<file path="src/assert_macros.svh">
// ----------------------------------------------------------------------------
// assert_macros.svh
// Assertion helpers shared by the voxel density RTL. They fall away in synthesis.
// ----------------------------------------------------------------------------
`ifndef ASSERT_MACROS_SVH
`define ASSERT_MACROS_SVH

`ifndef SYNTHESIS

// property checked on every rising edge outside reset
`define TSVD_ASSERT(lbl, clk, rst_n, prop) \
	lbl: assert property (@(posedge clk) disable iff (!rst_n) prop) \
		else $error("tsvd assertion failed");

// expression that must never be true outside reset
`define TSVD_NEVER(lbl, clk, rst_n, expr) \
	lbl: assert property (@(posedge clk) disable iff (!rst_n) !(expr)) \
		else $error("tsvd forbidden condition");

`else

`define TSVD_ASSERT(lbl, clk, rst_n, prop)
`define TSVD_NEVER(lbl, clk, rst_n, expr)

`endif

`endif

</file>
<file path="src/tsvd_div.sv">
// ----------------------------------------------------------------------------
// tsvd_div
// Pipelined restoring divider for a fraction x/d with x < d, one quotient
// bit per stage, giving floor(x * 2^QW / d).
// ----------------------------------------------------------------------------
module tsvd_div #(
	parameter int DW = 62,
	parameter int QW = 16,
	parameter int PW = 8
) (
	input  logic          clk,
	input  logic          arst_n,
	input  logic          en,
	input  logic          in_valid,
	input  logic [DW-1:0] x,
	input  logic [DW-1:0] d,
	input  logic [PW-1:0] in_pay,
	output logic          out_valid,
	output logic [QW-1:0] quo,
	output logic [PW-1:0] out_pay
);

	logic          vld_s [QW];
	logic [DW-1:0] rem_s [QW];
	logic [DW-1:0] d_s   [QW];
	logic [QW-1:0] q_s   [QW];
	logic [PW-1:0] pay_s [QW];

	for (genvar g = 0; g < QW; g++) begin : g_step
		logic [DW-1:0] rem_in, d_in, rem_nx;
		logic [QW-1:0] q_in, q_nx;
		logic [DW:0]   r2;
		logic          vld_in;
		logic [PW-1:0] pay_in;

		if (g == 0) begin : g_first
			assign rem_in = x;
			assign d_in   = d;
			assign q_in   = '0;
			assign vld_in = in_valid;
			assign pay_in = in_pay;
		end else begin : g_next
			assign rem_in = rem_s[g-1];
			assign d_in   = d_s[g-1];
			assign q_in   = q_s[g-1];
			assign vld_in = vld_s[g-1];
			assign pay_in = pay_s[g-1];
		end

		always_comb begin
			r2 = {rem_in, 1'b0};
			if (r2 >= {1'b0, d_in}) begin
				rem_nx = DW'(r2 - {1'b0, d_in});
				q_nx   = {q_in[QW-2:0], 1'b1};
			end else begin
				rem_nx = r2[DW-1:0];
				q_nx   = {q_in[QW-2:0], 1'b0};
			end
		end

		always_ff @(posedge clk or negedge arst_n) begin
			if (!arst_n) begin
				vld_s[g] <= 1'b0;
			end else if (en) begin
				vld_s[g] <= vld_in;
			end
		end

		always_ff @(posedge clk) begin
			if (en) begin
				rem_s[g] <= rem_nx;
				d_s[g]   <= d_in;
				q_s[g]   <= q_nx;
				pay_s[g] <= pay_in;
			end
		end
	end

	assign out_valid = vld_s[QW-1];
	assign quo       = q_s[QW-1];
	assign out_pay   = pay_s[QW-1];

endmodule

</file>
<file path="config.mk">
export PLATFORM = sky130hd
export DESIGN_NAME = tsvd_div
export DESIGN_NICKNAME = d
export VERILOG_FILES = /design/src/assert_macros.svh /design/src/tsvd_div.sv
export SDC_FILE = /design/constraint.sdc
export NUM_CORES = 2
export LEC_CHECK = 0
export BUFFER_PORTS_ARGS = -buffer_cell sky130_fd_sc_hd__buf_2
export CAP_MARGIN = 10
export CELL_PAD_IN_SITES_DETAIL_PLACEMENT = 0
export CELL_PAD_IN_SITES_GLOBAL_PLACEMENT = 1
export CORE_MARGIN = 4
export CORE_UTILIZATION = 53
export CTS_BUF_LIST = sky130_fd_sc_hd__clkbuf_4
export CTS_CLUSTER_SIZE = 24
export DETAILED_ROUTE_END_ITERATION = 10
export PLACE_DENSITY = 0.93
export SLEW_MARGIN = 20
export SYNTH_ARGS = -nofsm -noshare
export SYNTH_HDL_FRONTEND = slang
export SYNTH_SLANG_ARGS = --single-unit
</file>
<file path="constraint.sdc">
create_clock -name clk -period 4.8 [get_ports clk]
set_input_delay 0.72 -clock clk [delete_from_list [all_inputs] [get_ports clk]]
set_output_delay 0.72 -clock clk [all_outputs]
set_load 0.1 [all_outputs]
</file>
[Yosys cells after proc, flatten, opt, wreduce, memory -nomap -nowiden]
Memory sizes are Yosys's and may differ from the RTL's.
Index checks and enable logic that the tools add are counted.
Cells by class
  add/sub/neg operators: 16
  magnitude comparators: 16
  mux-type cells: 34
Operators with widths (number)
  $ge 63x62->1: 16
  $mux 62: 16
  $sub 62x62->62: 16
  $mux 1: 18
Word-level totals
  memories kept: 4
  memory bits (writable): 2368
  output and inout bits: 25
  bits of input ports: 136
  word-level logic and storage cells: 86
  register bits: 16
Memories
  d_s: words 16, bits a word 62, read ports 15, clocked after Yosys merged registers in 0, wr ports 16, RTL line tsvd_div.sv:25  | logic [DW-1:0] d_s [QW];
  rem_s: words 16, bits a word 62, read ports 15, clocked after Yosys merged registers in 0, wr ports 16, RTL line tsvd_div.sv:24  | logic [DW-1:0] rem_s [QW];
  q_s: words 16, bits a word 16, read ports 16, clocked after Yosys merged registers in 0, wr ports 16, RTL line tsvd_div.sv:26  | logic [QW-1:0] q_s [QW];
  pay_s: words 16, bits a word 8, read ports 16, clocked after Yosys merged registers in 0, wr ports 16, RTL line tsvd_div.sv:27  | logic [PW-1:0] pay_s [QW];

[Longest topological paths before layout]
An unclocked memory read counts as a cell.
  word-level depth: 3
  depth in mapped cells: 18
  mapped depth without buffers: 14

[Worst setup path before layout]
OpenSTA, ideal clock, no wires.
  path type: input port to flip-flop
  start point: input port d[4]
  end point: memory rem_s[0][14], data pin
  buffers on the path: 2
  path slack: 0.866 ns
  cell stages on the path: 14
  data arrival time: 3.675 ns
  required time: 4.540 ns
  cell sequence: inv_1 > ha_1 > a21o_1 > a31oi_1 > a21boi_1 > o211a_1 > o31ai_1 > o31a_1 > o21a_1 > o41ai_2 > a41oi_1 > buf_2 > buf_4 > mux2_2
RTL lines
  start: declaration: RTL line tsvd_div.sv:16  | input logic [DW-1:0] d,
  end: declaration: RTL line tsvd_div.sv:24

==> impl_metrics.json <==
{
  "tightest_slew_ns": 1.151,
  "ff_latch_area_um2": 64180,
  "post_cts_buffers": 0,
  "crit-reg2reg-launch": "rem_s[1][0]",
  "tritoncts": "yes",
  "synth_edf_count": 2124,
  "synth_top_area_cell": "edfxtp_1",
  "crit_type": "reg -> reg",
  "layout.nets": 15199,
  "dieArea_um2": 259700,
  "post_drt_wl_per_cell_um": 18.78,
  "syn2layout_area_growth_pct": 12.03,
  "synth_flop_cell": "edfxtp_1",
  "fin_util": 0.5987,
  "maxSlewHeadroom": 0.2309,
  "hpwl_um": 265600,
  "min_path_cells": 2,
  "antenna_left": 0,
  "routabilityCongestion": 0.9739,
  "fp.dieH_um": 509.7,
  "numCtsBuffers": 584,
  "max-cap-violations": 0,
  "grt.busiest_layer": "met2",
  "holdPathEnd": "d_s[0][0]",
  "p_total_mw": 99.25,
  "grt_pass1_wl_um": 524700,
  "drtIter0Drc": 5638,
  "clk_pin_slew_ns": 0.06,
  "worstSkewPairLatency_ns": 1.43,
  "required_ns": 5.85,
  "power_leakage_nw": 62.70,
  "die_w_um": 509.7,
  "min_from": "d[0]",
  "via_per_inst": 5.560,
  "clk_path_buf_depth": 4,
  "critical_path_arrival_ns": 5.75,
  "tns_ns": 0,
  "final-setup-viol-count": 0,
  "met1_usage": 0.2622,
  "initial_utilization": 0.5344,
  "multi_input_area_um2": 62400,
  "post-place-ws_ns": -0.1354,
  "fill_cells": 21690,
  "detail_route.first_pass.iterations": 9,
  "r2r_end": "rem_s[2][56]",
  "r2r_cells": 12,
  "reg2reg_slack_ns": 0.1,
  "postCtsResizedCells": 0,
  "num_io_pins": 161,
  "portBuffers": 160,
  "grtUsageMet2": 0.4742,
  "min_period_ns": 4.702,
  "max_freq_mhz": 212.7,
  "std_cell_rows": 183,
  "clock-root-buffer": "clkbuf_4",
  "synth_cell_type_count": 104,
  "cts_sinks": 2140,
  "synth.top_cell.area_share": 0.4782,
  "p_per_area_nw_per_um2": 664.2,
  "vias": 99077,
  "synth-async-reset-ratio": 0.007477,
  "irDropWorstVdd_mv": 0.2897,
  "status": "completed",
  "yosysSeqAreaShare": 0.4812,
  "drive_gt1_frac": 0.1237,
  "holdWs_ns": 0.1663,
  "syn_area_per_cell_um2": 10.08,
  "detail_route.wirelength_um": 334600,
  "final_hold_viol_count": 0,
  "synthCells": 13233,
  "synthesis.nets": 14375,
  "cts-htree-levels": 6,
  "report.final.slew_viol_count": 0,
  "start_kind": "flip-flop",
  "period_share": 0.9796,
  "grt_overflow": 0,
  "first_global_vias": 101324,
  "drc": 0,
  "min_path_type": "in -> reg",
  "ys_warn_count": 0,
  "antenna_found_initial": 10,
  "rsz0062_at_grt": "false",
  "grtUsageMet3": 0.03092,
  "core-area_um2": 249600,
  "crit_fanout": 4,
  "syn_area_um2": 133400,
  "setup_ws_ns": 0.09775,
  "worst_setup_path_end_kind": "flip-flop",
  "finalClockSkew_ns": 0.1380,
  "grt_max_degree": 124,
  "synth_area_leaders": "edfxtp_1 (48%), ha_1 (9.3%), a21oi_1 (5.7%)",
  "grt_use_total": 0.2540,
  "synth-seq-cells": 2140
}
## area by class of cell
class / count / share of cell area
Multi-Input combinational cell: 9304 / 0.4176
Antenna cell: 16 / 0.0002679
Timing Repair Buffer: 763 / 0.04245
Clock buffer: 786 / 0.03949
Tap cell: 3330 / 0.02788
Inverter: 1264 / 0.03176
Sequential cell: 2140 / 0.4295
Clock inverter: 217 / 0.01106
## sequential cells by signal, indices dropped and copies added, names as in the netlist
signal / cells
d_s: 930
g_step.vld_in: 15
out_valid: 1
pay_s: 128
q_s: 136
rem_s: 930
## power by group
part           switching (mW)  internal, mW  total, mW  leakage, nW
registers                2.84          28.1       31.0         20.9
logic                    30.2          21.5       51.7         37.3
clock network            7.44          9.10       16.5         4.44
## Yosys cell counts, drive strengths merged, types with 22 or more instances
master and number:
a31oi 109, o21bai 230, mux2 209, xor2 338
nand4 287, nand2b 96, nor2b 116, or3 27
a21boi 49, nor3 128, or2 34, o21a 92
a221oi 35, a21oi 1570, a21o 584, o21ai 804
nor2 1015, o31ai 73, edfxtp 2124, nand2 1010
a211oi 73, nor4 52, and3 95, buf 122
and2 82, a2111oi 26, or4 22, o211ai 71
and4 32, inv 1263, ha 991, nand3 192
clkbuf 403, xnor2 514
## metal layers
| layer | wire (um) | up-vias |
|---|---|---|
| li1 | - | 50200 |
| met1 | 124600 | 45635 |
| met2 | 173200 | 2290 |
| met3 | 10420 | 950 |
| met4 | 26400 | 2 |
| met5 | 13 | - |
## worst max path at each step
stage | slack, ns | start | depth (start not counted) | end
floorplan | 0.87 | d[4] | 14 | rem_s[0][14]
global placement | -0.07 | d[0] | 14 | rem_s[0][60]
global route | 0.07 | d_s[0][62] | 13 | rem_s[2][56]
CTS | 0.19 | rem_s[1][0] | 12 | rem_s[2][56]
detailed placement | -0.14 | d[0] | 14 | rem_s[0][60]
finish | 0.1 | rem_s[1][0] | 12 | rem_s[2][56]
## worst max-delay path: stages, from the launching register on
cell,delay (ns)
edfxtp_1,0.43
fa_1,0.47
a21o_1,0.22
a221oi_1,0.37
o2bb2ai_1,0.31
a2111oi_0,0.26
a2111oi_1,1.05
nor3_1,0.28
o21bai_1,0.40
and2_1,0.24
o21ai_0,0.11
xnor2_1,0.18
a21oi_1,0.09
## cells in the final DEF, fill, tap and decap left out, drive strengths merged, types with 210 or more instances in the layout
cell,count
a21o,584
a21oi,1570
buf,553
clkbuf,786
dlygate4sd3,210
edfxtp,2124
ha,991
inv,1279
nand2,1010
nand4,287
nor2,1015
o21ai,804
o21bai,230
xnor2,514
xor2,338
## logic make-up (layout without fill, tap and decap cells)
family	count (synthesis)	count (layout)	share of synthesized area
XOR/XNOR	852	852	0.05595
buffers and inverters	1789	3030	0.05204
AO/OA/AOI/OAI	3974	3974	0.1838
AND/OR/NAND/NOR	3253	3253	0.1134
other	0	16	0
flip-flops	2140	2140	0.4812
multiplexers	219	219	0.01840
adder cells (fa/ha/maj)	1006	1006	0.09522
## through the flow
step / cells / instance area, um^2
2_1_floorplan: 13233 / 133400
3_3_place_gp: 16591 / 139700
3_5_place_dp: 16591 / 139700
4_1_cts: 17804 / 149400
5_1_grt: 17817 / 149400
6_report: 17820 / 149400
## what timing repair did
item | CTS | global route
endpoints found under the hold margin | 375 | 0
setup endpoints to repair | 0 | 0
hold buffers | 210 | 0
(Power assumes the default switching activity.)
