## src/assert_macros.svh

```systemverilog
// ----------------------------------------------------------------------------
// assert_macros.svh
// Assertion helpers shared by the voxel density RTL. They fall away in synthesis.
// ----------------------------------------------------------------------------
`ifndef ASSERT_MACROS_SVH
`define ASSERT_MACROS_SVH

`ifndef SYNTHESIS

// property checked on every rising edge outside reset
`define TSVD_ASSERT(lbl, clk, rst_n, prop) \
	lbl: assert property (@(posedge clk) disable iff (!rst_n) prop) \
		else $error("tsvd assertion failed");

// expression that must never be true outside reset
`define TSVD_NEVER(lbl, clk, rst_n, expr) \
	lbl: assert property (@(posedge clk) disable iff (!rst_n) !(expr)) \
		else $error("tsvd forbidden condition");

`else

`define TSVD_ASSERT(lbl, clk, rst_n, prop)
`define TSVD_NEVER(lbl, clk, rst_n, expr)

`endif

`endif

```

## src/tsvd_isqrt.sv

```systemverilog
// ----------------------------------------------------------------------------
// tsvd_isqrt
// Pipelined integer square root, one result bit per stage, with sideband.
// ----------------------------------------------------------------------------
module tsvd_isqrt #(
	parameter int RW    = 64,
	parameter int LANES = 1,
	parameter int PW    = 8
) (
	input  logic                          clk,
	input  logic                          arst_n,
	input  logic                          en,
	input  logic                          in_valid,
	input  logic [LANES-1:0][RW-1:0]      rad,
	input  logic [PW-1:0]                 in_pay,
	output logic                          out_valid,
	output logic [LANES-1:0][RW/2-1:0]    root,
	output logic [PW-1:0]                 out_pay
);

	localparam int N = RW / 2;

	logic                     vld_s [N];
	logic [LANES-1:0][RW-1:0] rem_s [N];
	logic [LANES-1:0][RW-1:0] res_s [N];
	logic [PW-1:0]            pay_s [N];

	for (genvar g = 0; g < N; g++) begin : g_step
		localparam logic [RW-1:0] BIT = RW'(1) << (2 * (N - 1 - g));

		logic [LANES-1:0][RW-1:0] rem_in, res_in, rem_nx, res_nx;
		logic [LANES-1:0][RW:0]   trial;
		logic                     vld_in;
		logic [PW-1:0]            pay_in;

		if (g == 0) begin : g_first
			assign rem_in = rad;
			assign res_in = '0;
			assign vld_in = in_valid;
			assign pay_in = in_pay;
		end else begin : g_next
			assign rem_in = rem_s[g-1];
			assign res_in = res_s[g-1];
			assign vld_in = vld_s[g-1];
			assign pay_in = pay_s[g-1];
		end

		always_comb begin
			for (int i = 0; i < LANES; i++) begin
				trial[i] = {1'b0, res_in[i]} + {1'b0, BIT};
				if ({1'b0, rem_in[i]} >= trial[i]) begin
					rem_nx[i] = rem_in[i] - trial[i][RW-1:0];
					res_nx[i] = (res_in[i] >> 1) + BIT;
				end else begin
					rem_nx[i] = rem_in[i];
					res_nx[i] = res_in[i] >> 1;
				end
			end
		end

		always_ff @(posedge clk or negedge arst_n) begin
			if (!arst_n) begin
				vld_s[g] <= 1'b0;
			end else if (en) begin
				vld_s[g] <= vld_in;
			end
		end

		always_ff @(posedge clk) begin
			if (en) begin
				rem_s[g] <= rem_nx;
				res_s[g] <= res_nx;
				pay_s[g] <= pay_in;
			end
		end
	end

	always_comb begin
		for (int i = 0; i < LANES; i++) begin
			root[i] = res_s[N-1][i][N-1:0];
		end
	end

	assign out_valid = vld_s[N-1];
	assign out_pay   = pay_s[N-1];

endmodule

```

## config.mk

```make
export PLATFORM = sky130hd
export DESIGN_NAME = tsvd_isqrt
export DESIGN_NICKNAME = d
export VERILOG_FILES = /design/src/assert_macros.svh /design/src/tsvd_isqrt.sv
export SDC_FILE = /design/constraint.sdc
export NUM_CORES = 2
export LEC_CHECK = 0
export BUFFER_PORTS_ARGS = -buffer_cell sky130_fd_sc_hd__buf_2
export CORE_AREA = 3 3 451 453
export DETAILED_ROUTE_END_ITERATION = 8
export DIE_AREA = 0 0 454 456
export PLACE_DENSITY = 0.83
export RECOVER_POWER = 100
export REMOVE_ABC_BUFFERS = 1
export SLEW_MARGIN = 5
export SYNTH_ARGS = -nofsm -noshare
export SYNTH_HDL_FRONTEND = slang
export SYNTH_MEMORY_MAX_BITS = 65536
export SYNTH_SLANG_ARGS = --single-unit
```

## constraint.sdc

```tcl
create_clock -name clk -period 6.7 [get_ports clk]
set_input_delay 1.675 -clock clk [delete_from_list [all_inputs] [get_ports clk]]
set_output_delay 1.675 -clock clk [all_outputs]
set_load 0.005 [all_outputs]
```

== Word-level counts from Yosys, hierarchy flattened ==
Memory sizes are Yosys's and may differ from the RTL's.
Index checks and enable logic that the tools add are counted.
W data, S select, Z words.

* Output and inout port bits: 41
* Bits in writable memories: 4352
* Register bits: 32
* Memories kept: 3
* Word-level logic and storage cells: 227

{| class="wikitable"
|+ Memories
! name !! words !! bits a word !! read ports !! clocked after Yosys merged registers in !! write ports !! RTL line !! RTL
|-
| rem_s || 32 || 64 || 31 || 0 || 32 || tsvd_isqrt.sv:24 || <nowiki>logic [LANES-1:0][RW-1:0] rem_s [N];</nowiki>
|-
| res_s || 32 || 64 || 32 || 0 || 32 || tsvd_isqrt.sv:25 || <nowiki>logic [LANES-1:0][RW-1:0] res_s [N];</nowiki>
|-
| pay_s || 32 || 8 || 32 || 0 || 32 || tsvd_isqrt.sv:26 || <nowiki>logic [PW-1:0] pay_s [N];</nowiki>
|}

* Multiplexer cells: 66
* Add/subtract/negate cells: 94
* Magnitude comparators: 32

{| class="wikitable"
|+ Operators by type and width
! cell !! count
|-
| $mux W64 || 63
|-
| $ge A64 B65 Y1 || 31
|-
| $sub A64 B64 Y64 || 31
|-
| $add A64 B1 Y65 const B || 1
|-
| $add A64 B11 Y65 const B || 1
|-
| $add A64 B13 Y65 const B || 1
|-
| $add A64 B15 Y65 const B || 1
|-
| $add A64 B17 Y65 const B || 1
|-
| $add A64 B19 Y65 const B || 1
|-
| $add A64 B21 Y65 const B || 1
|-
| $add A64 B23 Y65 const B || 1
|-
| $add A64 B25 Y65 const B || 1
|-
| $add A64 B27 Y65 const B || 1
|-
| $add A64 B29 Y65 const B || 1
|-
| $add A64 B3 Y65 const B || 1
|-
| $add A64 B31 Y65 const B || 1
|-
| $add A64 B33 Y65 const B || 1
|-
| $add A64 B35 Y65 const B || 1
|-
| $add A64 B37 Y65 const B || 1
|-
| $add A64 B39 Y65 const B || 1
|-
| $add A64 B41 Y65 const B || 1
|-
| $add A64 B43 Y65 const B || 1
|-
| $add A64 B45 Y65 const B || 1
|-
| $add A64 B47 Y65 const B || 1
|-
| other kinds (45) || 46
|}

== Logic depth before layout (Yosys ltp) ==
An unclocked memory read counts as a cell.

* Word-level depth: 4
* Depth in mapped cells: 15
* Depth with buffers taken out: 12

== Worst setup path after synthesis ==
Ideal clock, no wire load.

* Path kind: reg2reg
* Start point: memory rem_s[3][180] (netlist bit)
* End point: memory rem_s[3][228] (netlist bit), data pin
* Required time: 6.438 ns
* Setup time: 0.262 ns
* Stages on the path, launching flop included: 10
* Arrival: 3.085 ns
* Slack: 3.353 ns
* Cells stage by stage: edfxtp_1 or4_1 or3_1 or2_1 or3_4 nand2b_4 nor4_2 nor3b_4 buf_6 mux2_1

{| class="wikitable"
|+ RTL lines
! item !! RTL line
|-
| start: declaration || tsvd_isqrt.sv:24
|}

==> out/results.ini <==
[setup_path]
crit_start = res_s[1][775]$_DFFE_PP_
slowest_delay_ps = 1890
r2r_end = rem_s[7][82]$_DFFE_PP_
regToRegStartpoint = res_s[1][775]$_DFFE_PP_
crit_path_end_kind = flip-flop
cp_slowest_cell = clkbuf_1
r2r_slack_ps = 1090
worst_ep_arrival_time_ps = 6100
cp-start-kind = flip-flop
crit_type = flip-flop to flip-flop
endpoint = rem_s[7][82]$_DFFE_PP_
worst-path-max-fanout = 53
path_cells = inv_1 -> ha_1 -> o211ai_1 -> a21oi_1 -> o211ai_1 -> a311oi_1 -> a211oi_1 -> o21bai_4 -> clkbuf_1 -> a21oi_1
reg2regPathDepth = 10
crit_required_ps = 7180

[clock_tree]
cts.clk_slew.worst_paths_ps = 70
root_buffer = clkbuf_16
cts_inserted_buffers = 301
cts.sinks = 2800
clk_path_buf_depth = 4
cts_resized = 0
cts_tree = built
cts_htree_levels = 5
postCtsSetupRepairBufs = 0
clk_latency_ps = 960
cts-hold-fix-buffers = 0

[yosys]
syn_inst = 9960
yosysUniqueCellTypes = 100
synth-main-ff-cell = edfxtp_1
post-synth-top-count-cell = edfxtp_1
yosysTopAreaCellShare_pct = 64.1
avgSynthCellArea_um2 = 13.0
synthTopCellsByArea = edfxtp_1 64%, ha_1 5.4%, xnor2_1 3.3%, xor2_1 2.6%, a21oi_1 2.4%
synthTopCellsByCount = 2768 x edfxtp_1, 684 x inv_1, 633 x nor2_1, 623 x a21oi_1, 600 x nand2_1
async_flop_share_pct = 1.14
synth_seq_area_share_pct = 64.7
synth-seq-cells = 2800
syn_area_um2 = 130000
ys_warn_count = 0
synth_edf_count = 2768
yosysTopAreaCell = edfxtp_1

[grt]
grt_pass1_vias = 81700
grt_usage_pct = 31.0
grt_max_degree = 188
antenna_found_initial = 15
overflow = 0
grt_pass1_wl_mm = 492

[status]
status = complete, but fails checks
violations = capacitance limit, slew limit

[placed_design]
dp_hpwl_mm = 226
dpl_cell_area_um2 = 134000
gp_congestion = 0.954
numPortBuffers = 116

[route]
dr.pass1.iters = 8
met1_length_mm = 131
wl_per_cell_um = 24.7
wl_met3_mm = 27.5
drc = 0
dr.max_layer_used = met5
vias = 84400
wirelength_mm = 324
first_iter_violations = 10000
drt-vias-per-instance = 6.43
ant_nets = 0
wl_met2_mm = 155

[floorplan]
die-area_um2 = 207000
die_w_um = 454
placementRows = 164
num_io_pins = 117
start_util_pct = 65.0
coreArea_um2 = 200000
fp.dieH_um = 456

[cells_and_area]
fin_nets = 10900
syn_to_final_growth_pct = 9.67
fill_cells = 12900
drive_above_1_share_pct = 5.91
postLayoutCellArea_um2 = 142000
final_core_util_pct = 71.3

[timing]
tightestPinTransition_ps = 4640
period_share_pct = 83.7
rsz0062_at_grt = no
tns_ps = 0
hold_viol_final = 0
slew_headroom_pct = -209
timing.hold.ws_ps = 386
setup_viol = 0
fmax_mhz = 178
final_max_slew_viol_count = 2871
clock_skew_ps = 76.3
fin_crit_ps = 5610

[power]
ir_worst_vdd_v = 0.000309
p_leak_nw = 53.0
power_w = 0.0502
p_per_area_nw_per_um2 = 353

[min_path]
hold_path_class = flip-flop to flip-flop

[job]
maxCapViolCount = 46

-- worst max-delay path: cells and delay by family, from the launching register on --
family | cells | cell delay [ps]
AOI/OAI and AO/OA | 7 | 2200
buffers and inverters | 2 | 2010
adders and majority gates | 1 | 440
DFF | 1 | 490
-- per-stage QoR --
stage | instances | setup slack (ps)
finish | 13100 | 1090
global route | 13100 | 807
CTS | 13100 | 2040
detailed placement | 12600 | 2040
global placement | 12600 | 2130
floorplan | 9755 | 1140
-- worst min path at each step --
stage	slack, ps	end	depth (start not counted)	start
floorplan	400	pay_s[10][0]$_DFFE_PP_	0	pay_s[9][0]$_DFFE_PP_
global placement	400	pay_s[5][2]$_DFFE_PP_	0	pay_s[4][2]$_DFFE_PP_
finish	390	pay_s[26][2]$_DFFE_PP_	0	pay_s[25][2]$_DFFE_PP_
detailed placement	400	pay_s[11][1]$_DFFE_PP_	0	pay_s[10][1]$_DFFE_PP_
global route	410	pay_s[26][2]$_DFFE_PP_	0	pay_s[25][2]$_DFFE_PP_
CTS	370	pay_s[6][4]$_DFFE_PP_	0	pay_s[5][4]$_DFFE_PP_
-- layer usage --
layer  track usage, %  vias to the layer above
met5                0                        -
met3             5.59                      720
met1             43.4                    41300
met4             9.85                        2
met2             49.7                     4300
li1                 -                    38000
-- cell usage in the layout, fill, tap and decap left out, types with 185 or more instances in the layout --
cell       count
nand4_1      185
clkbuf_1     186
edfxtp_1    2768
a21o_1       247
a21oi_1      623
nand2_1      600
xor2_1       385
ha_1         558
nor4_1       345
nor2_1       633
inv_1        689
clkbuf_16    308
o21ai_0      454
nor3_1       266
xnor2_1      489
-- sequential cells by signal (all words and copies together), names as in the netlist --
name           cells
g_step.vld_in     31
out_valid          1
pay_s            256
rem_s           1984
res_s            528
-- cell type report --
type / count / area, µm² / area share (%)
Inverter: 691 / 2590 / 1.82
Sequential cell: 2800 / 83900 / 59.0
Tap cell: 2656 / 3320 / 2.34
Clock inverter: 151 / 1390 / 0.978
Multi-Input combinational cell: 6264 / 42300 / 29.8
Clock buffer: 359 / 7900 / 5.55
Antenna cell: 8 / 20.0 / 0.0141
Timing Repair Buffer: 187 / 803 / 0.565
-- report_power, final --
group | total, W | leakage (nW) | switching, W | internal [W]
clock | 0.0161 | 4.53 | 0.00673 | 0.00936
sequential | 0.0240 | 27.1 | 0.00181 | 0.0222
combinational | 0.0101 | 21.4 | 0.00609 | 0.00399
-- cell families (layout without fill, tap and decap cells) --
family                   after synthesis  after routing  share of synthesized area, %
AO/OA/AOI/OAI                       1845           1845                          8.79
buffers and inverters                896           1388                          2.63
XOR/XNOR                             874            874                          5.90
flip-flops                          2800           2800                          64.7
multiplexers                         138            138                          1.18
AND/OR/NAND/NOR                     2849           2849                          11.4
other                                  0              8                             0
adder cells (fa/ha/maj)              558            558                          5.38
Power figures use the tool's default switching activity.
